<file path="config.mk">
export PLATFORM = sky130hd
export DESIGN_NAME = pgwalk_ctrl
export DESIGN_NICKNAME = d
export VERILOG_FILES = /design/src/rtl/pgwalk_pkg.sv /design/src/rtl/pgwalk_ctrl.sv
export SDC_FILE = /design/constraint.sdc
export NUM_CORES = 1
export LEC_CHECK = 0
export BUFFER_PORTS_ARGS = -buffer_cell sky130_fd_sc_hd__buf_2
export CAP_MARGIN = 20
export CORE_AREA = 4 4 201 203
export CTS_CLUSTER_DIAMETER = 30
export DETAILED_ROUTE_END_ITERATION = 6
export DIE_AREA = 0 0 205 207
export PLACE_DENSITY = 0.76
export SLEW_MARGIN = 20
export SYNTH_ARGS = -nofsm -noshare
export SYNTH_HDL_FRONTEND = slang
export SYNTH_SLANG_ARGS = --single-unit
export TNS_END_PERCENT = 5
</file>
<file path="constraint.sdc">
create_clock -name clk -period 23.7 [get_ports clk]
set_input_delay 3.555 -clock clk [delete_from_list [all_inputs] [get_ports clk]]
set_output_delay 3.555 -clock clk [all_outputs]
set_load 0.005 [all_outputs]
</file>
<file path="src/rtl/pgwalk_pkg.sv">
// shared types, codes and field layout of the page-table walker
`default_nettype none

package pgwalk_pkg;

  // store geometry
  localparam int TABLE_FRAMES_DEF  = 64;
  localparam int ENTRIES_PER_TABLE = 512;
  localparam int IDX_W             = 9;
  localparam int ENTRY_W           = 64;
  localparam int FRAME_NUM_W       = 40;
  localparam int VA_W              = 48;
  localparam int PA_W              = 52;
  localparam int FLAGS_W           = 16;
  localparam int ROOT_W            = 6;
  localparam int FIRST_FREE_W      = 7;
  localparam int FRAMES_USED_W     = 7;
  localparam int FIRST_FREE_RESET  = 1;

  // entry bits: present and write set in every new intermediate entry
  localparam logic [1:0] ENTRY_PW = 2'b11;
  localparam int PTR_LSB = 12;

  // input tdata layout
  localparam int VA_LSB      = 0;
  localparam int PA_LSB      = 48;
  localparam int FL_LSB      = 100;
  localparam int UOR_BIT     = 116;
  localparam int ORF_LSB     = 117;
  localparam int IN_DATA_W   = 128;
  localparam int KIND_W      = 2;

  // output tdata layout
  localparam int ST_LSB      = 0;
  localparam int PRES_BIT    = 2;
  localparam int LEAF_LSB    = 3;
  localparam int FU_LSB      = 67;
  localparam int OUT_DATA_W  = 80;

  // configuration port
  localparam int CFG_IDX_W   = 2;
  localparam int CFG_DATA_W  = 40;
  localparam logic [CFG_IDX_W-1:0] CFG_ROOT       = 2'd0;
  localparam logic [CFG_IDX_W-1:0] CFG_BASE       = 2'd1;
  localparam logic [CFG_IDX_W-1:0] CFG_FIRST_FREE = 2'd2;

  // request kinds
  localparam logic [KIND_W-1:0] KIND_MAP       = 2'd0;
  localparam logic [KIND_W-1:0] KIND_SET_FLAGS = 2'd1;
  localparam logic [KIND_W-1:0] KIND_QUERY     = 2'd2;

  localparam logic [1:0] LEVEL_LEAF = 2'd3;

  typedef enum logic [1:0] {
    ST_OK          = 2'd0,
    ST_NOT_PRESENT = 2'd1,
    ST_NO_FRAMES   = 2'd2,
    ST_OUTSIDE     = 2'd3
  } status_t;

  typedef enum logic [3:0] {
    S_CLEAR,
    S_IDLE,
    S_ROOT,
    S_RD,
    S_EXAM,
    S_ALLOC,
    S_PTR,
    S_FIN
  } state_t;

  // request to the shared frame adder
  typedef struct packed {
    logic                   sub;
    logic [FRAME_NUM_W-1:0] a;
    logic [FRAME_NUM_W-1:0] b;
  } alu_req_t;

  // answer of the shared frame adder
  typedef struct packed {
    logic [FRAME_NUM_W-1:0] sum;
    logic                   out_of_store;
  } alu_rsp_t;

endpackage

`default_nettype wire

</file>
<file path="src/rtl/pgwalk_ctrl.sv">
// walk sequencer, request and result registers, configuration registers
`default_nettype none

module pgwalk_ctrl
  import pgwalk_pkg::*;
#(
  parameter int TABLE_FRAMES = TABLE_FRAMES_DEF,
  localparam int FRAME_W = (TABLE_FRAMES > 1) ? $clog2(TABLE_FRAMES) : 1,
  localparam int ADDR_W  = FRAME_W + IDX_W,
  localparam int NF_W    = ($clog2(TABLE_FRAMES + 1) > FIRST_FREE_W) ?
                           $clog2(TABLE_FRAMES + 1) : FIRST_FREE_W
) (
  input  wire logic                  clk,
  input  wire logic                  rst,
  input  wire logic                  s_tvalid,
  output logic                       s_tready,
  input  wire logic [KIND_W-1:0]     s_tuser,
  input  wire logic [IN_DATA_W-1:0]  s_tdata,
  output logic                       m_tvalid,
  input  wire logic                  m_tready,
  output logic      [OUT_DATA_W-1:0] m_tdata,
  input  wire logic                  cfg_we,
  input  wire logic [CFG_IDX_W-1:0]  cfg_index,
  input  wire logic [CFG_DATA_W-1:0] cfg_data,
  output alu_req_t                   alu_req,
  input  wire alu_rsp_t              alu_rsp,
  output logic                       ram_we,
  output logic      [ADDR_W-1:0]     ram_addr,
  output logic      [ENTRY_W-1:0]    ram_wdata,
  input  wire logic [ENTRY_W-1:0]    ram_rdata
);

  localparam int DEPTH = TABLE_FRAMES * ENTRIES_PER_TABLE;
  localparam logic [ADDR_W-1:0] CLR_LAST = ADDR_W'(DEPTH - 1);
  localparam logic [NF_W-1:0]   NF_LIMIT = NF_W'(TABLE_FRAMES);

  state_t state, state_next;

  // control and configuration registers
  logic [ADDR_W-1:0]      clr_cnt;
  logic [NF_W-1:0]        nf;
  logic [ROOT_W-1:0]      root_q;
  logic [FRAME_NUM_W-1:0] base_q;

  // request registers
  logic [KIND_W-1:0]      kind_q;
  logic [VA_W-1:0]        va_q;
  logic [PA_W-1:0]        pa_q;
  logic [FLAGS_W-1:0]     fl_q;
  logic [ROOT_W-1:0]      root_sel_q;

  // walk registers
  logic [1:0]             level;
  logic [FRAME_W-1:0]     frame_q;
  logic [FRAME_NUM_W-1:0] ptr_q;

  // result held until the output register is free
  status_t                res_status;
  logic                   res_present;
  logic [ENTRY_W-1:0]     res_leaf;

  // output register
  status_t                status_q;
  logic                   present_q;
  logic [ENTRY_W-1:0]     leaf_q;
  logic [FRAMES_USED_W-1:0] fu_q;

  logic [IDX_W-1:0]       lvl_idx;
  logic [ADDR_W-1:0]      walk_addr;
  logic [ENTRY_W-1:0]     leaf_val;
  logic [ENTRY_W-1:0]     alloc_entry;
  logic                   is_alloc;
  logic                   is_leaf;
  logic                   nf_full;
  logic                   accept;
  logic                   out_load;

  // table index for the current level
  always_comb begin
    case (level)
      2'd0:    lvl_idx = va_q[39 +: IDX_W];
      2'd1:    lvl_idx = va_q[30 +: IDX_W];
      2'd2:    lvl_idx = va_q[21 +: IDX_W];
      default: lvl_idx = va_q[12 +: IDX_W];
    endcase
  end

  assign walk_addr   = {frame_q, lvl_idx};
  assign is_alloc    = (kind_q != KIND_QUERY);
  assign is_leaf     = (level == LEVEL_LEAF);
  assign nf_full     = (nf >= NF_LIMIT);
  assign accept      = s_tvalid && s_tready;
  assign alloc_entry = {12'd0, alu_rsp.sum, 10'd0, ENTRY_PW};

  // new leaf value by request kind
  always_comb begin
    case (kind_q)
      KIND_MAP:       leaf_val = {12'd0, pa_q} | {48'd0, fl_q};
      KIND_SET_FLAGS: leaf_val = ram_rdata | {48'd0, fl_q};
      default:        leaf_val = ram_rdata;
    endcase
  end

  // next state, memory port and adder control
  always_comb begin
    state_next = state;
    s_tready   = 1'b0;
    ram_we     = 1'b0;
    ram_addr   = walk_addr;
    ram_wdata  = leaf_val;
    alu_req    = '{sub: 1'b0, a: '0, b: '0};
    out_load   = 1'b0;
    case (state)
      S_CLEAR: begin
        ram_we    = 1'b1;
        ram_addr  = clr_cnt;
        ram_wdata = '0;
        if (clr_cnt == CLR_LAST) begin
          state_next = S_IDLE;
        end
      end
      S_IDLE: begin
        s_tready = 1'b1;
        if (s_tvalid) begin
          if (s_tuser == KIND_MAP || s_tuser == KIND_SET_FLAGS || s_tuser == KIND_QUERY) begin
            state_next = S_ROOT;
          end else begin
            state_next = S_FIN;
          end
        end
      end
      S_ROOT: begin
        alu_req.a = FRAME_NUM_W'(root_sel_q);
        state_next = alu_rsp.out_of_store ? S_FIN : S_RD;
      end
      S_RD: begin
        state_next = S_EXAM;
      end
      S_EXAM: begin
        if (is_leaf) begin
          ram_we     = is_alloc;
          state_next = S_FIN;
        end else if (is_alloc) begin
          if (ram_rdata == '0) begin
            state_next = nf_full ? S_FIN : S_ALLOC;
          end else begin
            state_next = S_PTR;
          end
        end else begin
          state_next = ram_rdata[0] ? S_PTR : S_FIN;
        end
      end
      S_ALLOC: begin
        alu_req.a  = base_q;
        alu_req.b  = FRAME_NUM_W'(nf);
        ram_we     = 1'b1;
        ram_wdata  = alloc_entry;
        state_next = S_PTR;
      end
      S_PTR: begin
        alu_req.sub = 1'b1;
        alu_req.a   = ptr_q;
        alu_req.b   = base_q;
        state_next  = alu_rsp.out_of_store ? S_FIN : S_RD;
      end
      S_FIN: begin
        if (!m_tvalid || m_tready) begin
          out_load   = 1'b1;
          state_next = S_IDLE;
        end
      end
      default: begin
        state_next = S_IDLE;
      end
    endcase
  end

  // state register
  always_ff @(posedge clk) begin
    if (rst) begin
      state <= S_CLEAR;
    end else begin
      state <= state_next;
    end
  end

  // clearing sweep, allocator, configuration and output valid
  always_ff @(posedge clk) begin
    if (rst) begin
      clr_cnt  <= '0;
      nf       <= NF_W'(FIRST_FREE_RESET);
      root_q   <= '0;
      base_q   <= '0;
      m_tvalid <= 1'b0;
    end else begin
      if (state == S_CLEAR) begin
        clr_cnt <= clr_cnt + 1'b1;
      end
      if (state == S_ALLOC) begin
        nf <= nf + 1'b1;
      end
      if (cfg_we) begin
        case (cfg_index)
          CFG_ROOT:       root_q <= cfg_data[ROOT_W-1:0];
          CFG_BASE:       base_q <= cfg_data[FRAME_NUM_W-1:0];
          CFG_FIRST_FREE: nf     <= NF_W'(cfg_data[FIRST_FREE_W-1:0]);
          default:        ;
        endcase
      end
      if (out_load) begin
        m_tvalid <= 1'b1;
      end else if (m_tready) begin
        m_tvalid <= 1'b0;
      end
    end
  end

  // request capture and walk datapath
  always_ff @(posedge clk) begin
    case (state)
      S_IDLE: begin
        if (accept) begin
          kind_q      <= s_tuser;
          va_q        <= s_tdata[VA_LSB +: VA_W];
          pa_q        <= s_tdata[PA_LSB +: PA_W];
          fl_q        <= s_tdata[FL_LSB +: FLAGS_W];
          root_sel_q  <= s_tdata[UOR_BIT] ? s_tdata[ORF_LSB +: ROOT_W] : root_q;
          level       <= 2'd0;
          res_status  <= ST_OK;
          res_present <= 1'b0;
          res_leaf    <= '0;
        end
      end
      S_ROOT: begin
        if (alu_rsp.out_of_store) begin
          res_status <= ST_OUTSIDE;
        end
        frame_q <= alu_rsp.sum[FRAME_W-1:0];
      end
      S_EXAM: begin
        if (is_leaf) begin
          res_leaf <= leaf_val;
          if (!is_alloc) begin
            res_present <= ram_rdata[0];
            res_status  <= ram_rdata[0] ? ST_OK : ST_NOT_PRESENT;
          end
        end else if (is_alloc) begin
          if (ram_rdata == '0 && nf_full) begin
            res_status <= ST_NO_FRAMES;
          end
        end else if (!ram_rdata[0]) begin
          res_status <= ST_NOT_PRESENT;
        end
        ptr_q <= ram_rdata[PTR_LSB +: FRAME_NUM_W];
      end
      S_ALLOC: begin
        ptr_q <= alu_rsp.sum;
      end
      S_PTR: begin
        if (alu_rsp.out_of_store) begin
          res_status <= ST_OUTSIDE;
        end
        frame_q <= alu_rsp.sum[FRAME_W-1:0];
        level   <= level + 1'b1;
      end
      default: ;
    endcase
  end

  // output register load
  always_ff @(posedge clk) begin
    if (out_load) begin
      status_q  <= res_status;
      present_q <= res_present;
      leaf_q    <= res_leaf;
      fu_q      <= nf[FRAMES_USED_W-1:0];
    end
  end

  assign m_tdata = {6'd0, fu_q, leaf_q, present_q, status_q};

endmodule

`default_nettype wire

</file>
==> PnR_summary.wiki, run 1 <==
{| class="wikitable"
! Metric !! Value
|-
| Dpl cells || 2,212
|-
| Post-layout util || 0.549
|-
| Total global-route track usage || 0.253
|-
| Number of antenna violations at the first check in global routing || 15
|-
| Critical setup path kind || in2out
|-
| Setup crit start kind || primary input
|-
| Root buffer selected by CTS || sky130_fd_sc_hd__clkbuf_16
|-
| Worst-skew pair later-pin latency || 0.60 ns
|-
| Kind of path behind the tightest hold check || reg2reg
|-
| Overflow after GRT || 0
|-
| Maximum level of the CTS H-tree || 3
|-
| Worst slew margin relative to its limit || 0.251
|-
| Pwr dens || 110 mW/mm²
|-
| Layout Nets || 2,066
|-
| Critical path buffer and inverter count || 2
|-
| HPWL Detailed || 40.3 mm
|-
| Most frequent cell on the critical path || sky130_fd_sc_hd__buf_2
|-
| Reg2reg start || state[0]$_SDFFE_PP0P_
|-
| Die area || 0.0424 mm²
|-
| Maximum number of pins on one net before global-route repair || 68
|-
| Number of warnings reported in the yosys synthesis log || 0
|-
| F_max || 0.127 GHz
|-
| Number of I/O pins || 525
|-
| Category of cells accounting for the largest share of critical-path delay || multiplexers
|-
| Count of final max-slew check failures || 0
|-
| Count of buffers added by post-CTS timing repair for setup || 0
|-
| Fraction of final layout cells sized beyond drive strength 1 || 0.366
|-
| First-pass iteration count of the detailed router || 7
|-
| TritonCTS clock tree || built
|-
| Static leakage || 9.06 nW
|-
| Post-synthesis sequential area ratio || 0.682
|-
| Critical register-to-register path endpoint || ptr_q[39]$_DFFE_PP_
|-
| Overall via count from detail_route || 13,000
|-
| Total number of clock tree sinks || 373
|-
| Synth Register Bits || 373
|-
| VDD IR max || 0.0868 mV
|-
| Violated checks || design-rule violations
|-
| EDFF count, synth || 301
|-
| Leading register cell type out of synthesis || sky130_fd_sc_hd__edfxtp_1
|-
| Final critical delay including setup and external delays || 7.88 ns
|-
| Final wirelength || 56.5 mm
|-
| Iter 0 DRT Violations || 1,494
|-
| Height of the chip || 207 µm
|-
| Buffer depth of the longest clock path || 3
|-
| Ys async rst share || 0
|-
| Critical Path Sink Type || output port
|-
| Number of core rows || 72
|-
| Number of global-route vias before repair || 13,000
|-
| Drc violations || 21
|-
| Number of fill cells || 3,167
|-
| Skew final || 0.0372 ns
|-
| List of cells traversed by the critical path || buf_2 -> mux2i_1 -> o21ai_0 -> buf_2
|-
| Count of mapped cells out of synthesis || 1,264
|-
| Core region area || 0.0385 mm²
|-
| Critical-path top delay cell || sky130_fd_sc_hd__mux2i_1
|-
| Die width || 205 µm
|-
| Global-route wire length before repair || 80.5 mm
|-
| Setup WS pre-CTS || 15.83 ns
|-
| Setup violators final || 0
|-
| R2R cell count || 7
|-
| Setup repair after global routing missed its margin || no
|-
| Number of buffers inserted by hold repair at cts || 0
|-
| Netlist cell types || 52
|-
| Source of the worst hold timing path || res_leaf[18]$_SDFFCE_PN0P_
|-
| Outcome || complete, but fails checks
|-
| Least-Margin Pin Slew || 1.12 ns
|-
| Area growth from synthesis to layout || 37.6%
|-
| Worst path max stage delay || 0.33 ns
|-
| WL per Instance || 23.8 µm
|-
| Required @ worst endpoint || 20.15 ns
|-
| Setup slack of the most critical reg-to-reg path || 20.53 ns
|-
| Number of standard cells in the layout, taps in and fillers out || 2,373
|-
| Arrival time at the worst endpoint || 4.33 ns
|-
| Number of input and output port buffers inserted || 501
|-
| Post-cts sizing count || 0
|-
| Routability Congestion || 0.915
|-
| End of the worst hold path || leaf_q[18]$_DFFE_PP_
|-
| Max-cap viol count || 0
|-
| Total clock buffers created by CTS || 80
|-
| Clk slew on worst S/H paths || 0.05 ns
|-
| Final Hold Fails || 0
|-
| Initial Utilization || 0.399
|-
| Hold Path Stages || 0
|-
| Biggest fanout along the worst timing path || 3
|-
| Post-synthesis area per instance || 12.2 µm²
|-
| Total Neg Setup Slack || 0 ns
|-
| Remaining antenna violation count after routing || 0
|-
| Part of the cycle the worst path needs || 0.333
|-
| Setup slack of the critical path after layout || 15.82 ns
|-
| Netlist area before placement || 0.0154 mm²
|-
| Mean number of vias per cell || 5.46
|}
## area by class of cell
type,count,area [µm²],area share
antenna,10,25.0,0.00118
inverter,24,91.3,0.00432
timing repair buffer,518,2650,0.125
clock buffer,92,2070,0.0978
sequential,373,10500,0.496
clock inverter,58,681,0.0322
tap,518,648,0.0307
multi-input combinational,780,4490,0.213
## through the flow
stage / cell area [µm²] / hold WS [ns] / power (mW)
final: 21100 / 0.401 / 2.32
after global routing: 21100 / 0.411 / 2.41
after CTS: 21100 / 0.410 / 2.34
after detailed placement: 18300 / 0.405 / 1.22
after global placement: 18300 / 0.400 / 1.22
after floorplan: 15400 / 0.400 / 1.02
## where the power goes
| part | internal [mW] | leakage (nW) | switching [mW] |
|---|---|---|---|
| registers | 0.784 | 3.33 | 0.0247 |
| logic | 0.136 | 4.42 | 0.274 |
| clock network | 0.725 | 1.31 | 0.380 |
| total | 1.65 | 9.06 | 0.679 |
## sequential cells by signal, summed over array words and instances, names as in the netlist, 2 cells and up
register,count
status_q,2
ptr_q,40
state,3
root_q,6
va_q,36
fl_q,16
fu_q,7
frame_q,6
clr_cnt,15
pa_q,52
res_status,2
level,2
nf,7
kind_q,2
leaf_q,64
base_q,40
root_sel_q,6
res_leaf,64
## layout by cell type, fill, tap and decap left out, types with 51 or more instances in the layout
cell type,instances
sky130_fd_sc_hd__a21oi_1,71
sky130_fd_sc_hd__buf_2,501
sky130_fd_sc_hd__and3_1,59
sky130_fd_sc_hd__o21ai_0,60
sky130_fd_sc_hd__edfxtp_1,301
sky130_fd_sc_hd__nor2_1,82
sky130_fd_sc_hd__nand2_1,249
sky130_fd_sc_hd__clkbuf_16,80
sky130_fd_sc_hd__a22o_1,51
sky130_fd_sc_hd__dfxtp_1,71
## worst max-delay path by stage
stage | endpoint | slack [ns] | depth (start not counted) | startpoint
after global placement | ram_wdata[13] | 15.81 | 4 | ram_rdata[13]
after global routing | ram_wdata[13] | 15.81 | 4 | ram_rdata[13]
final | ram_wdata[35] | 15.82 | 4 | ram_rdata[35]
after floorplan | res_present$_SDFFCE_PN0P_ | 7.32 | 3 | s_tvalid
after detailed placement | ram_wdata[13] | 15.83 | 4 | ram_rdata[13]
after CTS | ram_wdata[13] | 15.82 | 4 | ram_rdata[13]
## routing by layer
metal,GRT usage,vias up,share of wire
met5,0,-,0.0012
li1,-,5701,-
met3,0.0716,157,0.11
met1,0.288,6167,0.34
met2,0.436,915,0.50
met4,0.125,10,0.049
## worst register-to-register path: cells and delay by family (launching register included)
| kind | cells | cell delay (ns) |
|---|---|---|
| buffers and inverters | 3 | 1.22 |
| DFF | 1 | 0.30 |
| and+or+nand+nor | 4 | 1.44 |
## synthesized netlist by cell type (2+ instances only)
library cell | number | area (µm²)
sky130_fd_sc_hd__a2111oi_0 | 2 | 17.5
sky130_fd_sc_hd__a211oi_1 | 4 | 30.0
sky130_fd_sc_hd__a21o_1 | 11 | 82.6
sky130_fd_sc_hd__a21oi_1 | 71 | 355
sky130_fd_sc_hd__a222oi_1 | 9 | 90.1
sky130_fd_sc_hd__a22o_1 | 51 | 447
sky130_fd_sc_hd__a311oi_1 | 2 | 17.5
sky130_fd_sc_hd__and2_1 | 3 | 18.8
sky130_fd_sc_hd__and3_1 | 59 | 369
sky130_fd_sc_hd__buf_2 | 6 | 30.0
sky130_fd_sc_hd__buf_4 | 7 | 52.6
sky130_fd_sc_hd__clkbuf_1 | 78 | 293
sky130_fd_sc_hd__dfxtp_1 | 72 | 1440
sky130_fd_sc_hd__edfxtp_1 | 301 | 9040
sky130_fd_sc_hd__ha_1 | 7 | 87.6
sky130_fd_sc_hd__inv_1 | 23 | 86.3
sky130_fd_sc_hd__mux2_2 | 6 | 67.6
sky130_fd_sc_hd__mux2i_1 | 44 | 440
sky130_fd_sc_hd__nand2_1 | 251 | 942
sky130_fd_sc_hd__nand2b_1 | 2 | 12.5
sky130_fd_sc_hd__nand3_1 | 7 | 35.0
sky130_fd_sc_hd__nand4_1 | 6 | 37.5
sky130_fd_sc_hd__nor2_1 | 84 | 315
sky130_fd_sc_hd__nor2b_1 | 6 | 37.5
sky130_fd_sc_hd__nor3_1 | 5 | 25.0
sky130_fd_sc_hd__nor3b_1 | 3 | 22.5
sky130_fd_sc_hd__nor4_1 | 16 | 100
sky130_fd_sc_hd__nor4bb_1 | 2 | 20.0
sky130_fd_sc_hd__o211a_1 | 7 | 70.1
sky130_fd_sc_hd__o211ai_1 | 2 | 15.0
sky130_fd_sc_hd__o21ai_0 | 60 | 300
sky130_fd_sc_hd__o32ai_1 | 16 | 140
sky130_fd_sc_hd__or2_2 | 3 | 18.8
sky130_fd_sc_hd__or3_1 | 8 | 50.1
sky130_fd_sc_hd__or3b_2 | 2 | 17.5
sky130_fd_sc_hd__or4_1 | 2 | 15.0
sky130_fd_sc_hd__xnor2_1 | 8 | 70.1
sky130_fd_sc_hd__xor2_1 | 4 | 35.0
## logic make-up (layout without fill, tap and decap cells)
family,Yosys count,count (layout),synth area share
AOI/OAI and AO/OA,241,241,0.105
buffers and inverters,116,692,0.0310
adders and majority gates,7,7,0.00570
xor gates and xnor gates,12,12,0.00684
and+or+nand+nor,464,464,0.136
other,1,16,0.000244
DFF,373,373,0.682
muxes,50,50,0.0331
Power figures use the tool's default switching activity.
==> run 2: changes to the inputs <==
==> constraint.sdc (replaced) <==
create_clock -name clk -period 8.2 [get_ports clk]
set_input_delay 1.23 -clock clk [delete_from_list [all_inputs] [get_ports clk]]
set_output_delay 1.23 -clock clk [all_outputs]
set_load 0.005 [all_outputs]
==> PnR_summary.wiki, run 2 (same netlist as run 1, synthesis figures left out) <==
{| class="wikitable"
! Metric !! Value
|-
| Root buffer selected by CTS || sky130_fd_sc_hd__clkbuf_16
|-
| Most frequent cells in the layout || 501 x sky130_fd_sc_hd__buf_2, 301 x sky130_fd_sc_hd__edfxtp_1, 249 x sky130_fd_sc_hd__nand2_1
|-
| Core region area || 0.0385 mm² (unchanged)
|-
| Buffer depth of the longest clock path || 3 (unchanged)
|-
| Total Neg Setup Slack || 0 ns (unchanged)
|-
| Worst-skew pair later-pin latency || 0.58 ns (-0.02 ns)
|-
| Post-cts sizing count || 0 (unchanged)
|-
| Setup WS pre-CTS || 3.24 ns (-12.59 ns)
|-
| Post-layout util || 0.551 (+0.00146)
|-
| Final critical delay including setup and external delays || 5.59 ns
|-
| Skew final || 0.0220 ns (-0.0152 ns)
|-
| Number of buffers inserted by hold repair at cts || 0 (unchanged)
|-
| Number of standard cells in the layout, taps in and fillers out || 2,373 (unchanged)
|-
| WL per Instance || 23.8 µm (-0.17%)
|-
| Setup crit start kind || flip-flop
|-
| Global-route wire length before repair || 79.6 mm (-1.1%)
|-
| Number of I/O pins || 525 (unchanged)
|-
| Initial Utilization || 0.399 (unchanged)
|-
| Final std cell area, no fill || 0.0212 mm² (+0.27%)
|-
| Max-cap viol count || 0 (unchanged)
|-
| Count of final max-slew check failures || 0 (unchanged)
|-
| Most frequent standard cell in the layout excluding fill and tap cells || sky130_fd_sc_hd__buf_2
|-
| Post-route total power || 6.81 mW (+190%)
|-
| F_max || 0.179 GHz
|-
| Least-Margin Pin Slew || 1.10 ns (-0.0163 ns)
|-
| Layout Nets || 2,067 (+0.048%)
|-
| Critical setup path kind || reg2out
|-
| Setup slack of the critical path after layout || 2.61 ns (-13.21 ns)
|-
| Maximum level of the CTS H-tree || 3 (unchanged)
|-
| Iter 0 DRT Violations || 1,294 (-13%)
|-
| Die width || 205 µm (unchanged)
|-
| Arrival time at the worst endpoint || 4.36 ns (+0.03 ns)
|-
| Worst-case hold slack || 0.398 ns (-0.00227 ns)
|-
| Setup violators final || 0 (unchanged)
|-
| Routability Congestion || 0.926 (+1.2%)
|-
| Mean number of vias per cell || 5.43 (-0.46%)
|-
| TritonCTS clock tree || built
|-
| First-pass iteration count of the detailed router || 6 (-1)
|-
| Number of input and output port buffers inserted || 501 (unchanged)
|-
| Final wirelength || 56.4 mm (-0.17%)
|-
| Part of the cycle the worst path needs || 0.682
|-
| Pwr dens || 321 mW/mm² (+190%)
|-
| Remaining antenna violation count after routing || 0 (unchanged)
|-
| Die area || 0.0424 mm² (unchanged)
|-
| Count of buffers added by post-CTS timing repair for setup || 0 (unchanged)
|-
| Drc violations || 0 (-100%)
|-
| Biggest registers after layout || leaf_q: 64 flops, res_leaf: 64 flops, pa_q: 52 flops
|-
| Required @ worst endpoint || 6.97 ns (-13.18 ns)
|-
| Clk slew on worst S/H paths || 0.05 ns (about the same)
|-
| Outcome || finished, final reports clean
|-
| Worst slew margin relative to its limit || 0.264 (+0.0135)
|-
| Static leakage || 9.08 nW (+0.27%)
|-
| Area growth from synthesis to layout || 37.9%
|-
| Final Hold Fails || 0 (unchanged)
|-
| VDD IR max || 0.238 mV (+170%)
|-
| Post-place instance area || 0.0183 mm² (about the same)
|-
| Number of core rows || 72 (unchanged)
|-
| Maximum number of pins on one net before global-route repair || 68 (unchanged)
|-
| Critical Path Sink Type || output port
|-
| Total clock buffers created by CTS || 81 (+1.3%)
|-
| Overflow after GRT || 0 (unchanged)
|-
| Total global-route track usage || 0.251 (-0.00232)
|-
| Biggest fanout along the worst timing path || 58 (+55)
|-
| Total number of clock tree sinks || 373 (unchanged)
|-
| Dpl cells || 2,213 (+0.045%)
|-
| Setup repair after global routing missed its margin || no
|-
| Kind of path behind the tightest hold check || reg2reg
|-
| Number of global-route vias before repair || 12,800 (-0.98%)
|-
| Overall via count from detail_route || 12,900 (-0.46%)
|-
| Number of antenna violations at the first check in global routing || 17 (+2)
|-
| Height of the chip || 207 µm (unchanged)
|-
| Fraction of final layout cells sized beyond drive strength 1 || 0.366 (about the same)
|-
| HPWL Detailed || 40.0 mm (-0.80%)
|}
-- run 2: changes by cell type in the layout (fill, tap and decap cells not counted), sizes merged --
| cell | delta |
|---|---|
| bufinv | +4 |
| clkbuf | -3 |
| clkinv | -1 |
| diode | +1 |
| inv | -1 |
-- run 2: area by class of cell --
cell class | instances | area [µm²]
diodes | 11 | 27.5
flip-flops and latches | 373 | 10500
well taps | 518 | 648
multi-input cells | 780 | 4490
clock buffers | 89 | 2090
inverters | 24 | 91.3
clock inverters | 60 | 731
repair buffers | 518 | 2640
fillers | 3136 | 17300
-- run 2: power by group --
| part | total [mW] | switching, mW | leakage (nW) | internal [mW] |
|---|---|---|---|---|
| combinational | 1.15 | 0.765 | 4.41 | 0.387 |
| clock | 3.31 | 1.08 | 1.34 | 2.23 |
| sequential | 2.35 | 0.0820 | 3.33 | 2.27 |
| total | 6.81 | 1.93 | 9.08 | 4.88 |
-- run 2: metal layers --
layer / part of all wire / track usage
met1: 0.34 / 0.281
met4: 0.062 / 0.149
met3: 0.11 / 0.0737
met2: 0.49 / 0.423
met5: 0.0015 / 0
-- run 2: worst paths after layout --
| kind | end | cells after the start | from | slack, ns |
|---|---|---|---|---|
| hold reg to reg | leaf_q[11]$_DFFE_PP_ | 0 | res_leaf[11]$_SDFFCE_PN0P_ | 0.40 |
| setup / recovery | ram_wdata[32] | 8 | state[0]$_SDFFE_PP0P_ | 2.61 |
| hold / removal | leaf_q[11]$_DFFE_PP_ | 0 | res_leaf[11]$_SDFFCE_PN0P_ | 0.40 |
| setup reg to reg | ptr_q[24]$_DFFE_PP_ | 7 | state[0]$_SDFFE_PP0P_ | 4.44 |
-- run 2: critical path: stages (launching register included) --
cell and delay (ns):
sky130_fd_sc_hd__dfxtp_1 0.77, sky130_fd_sc_hd__nor2b_1 0.74, sky130_fd_sc_hd__nand2_2 0.20, sky130_fd_sc_hd__buf_4 0.35
sky130_fd_sc_hd__clkinv_2 0.44, sky130_fd_sc_hd__buf_4 0.63, sky130_fd_sc_hd__nand2_1 0.19, sky130_fd_sc_hd__o21ai_0 0.18
sky130_fd_sc_hd__buf_2 0.19
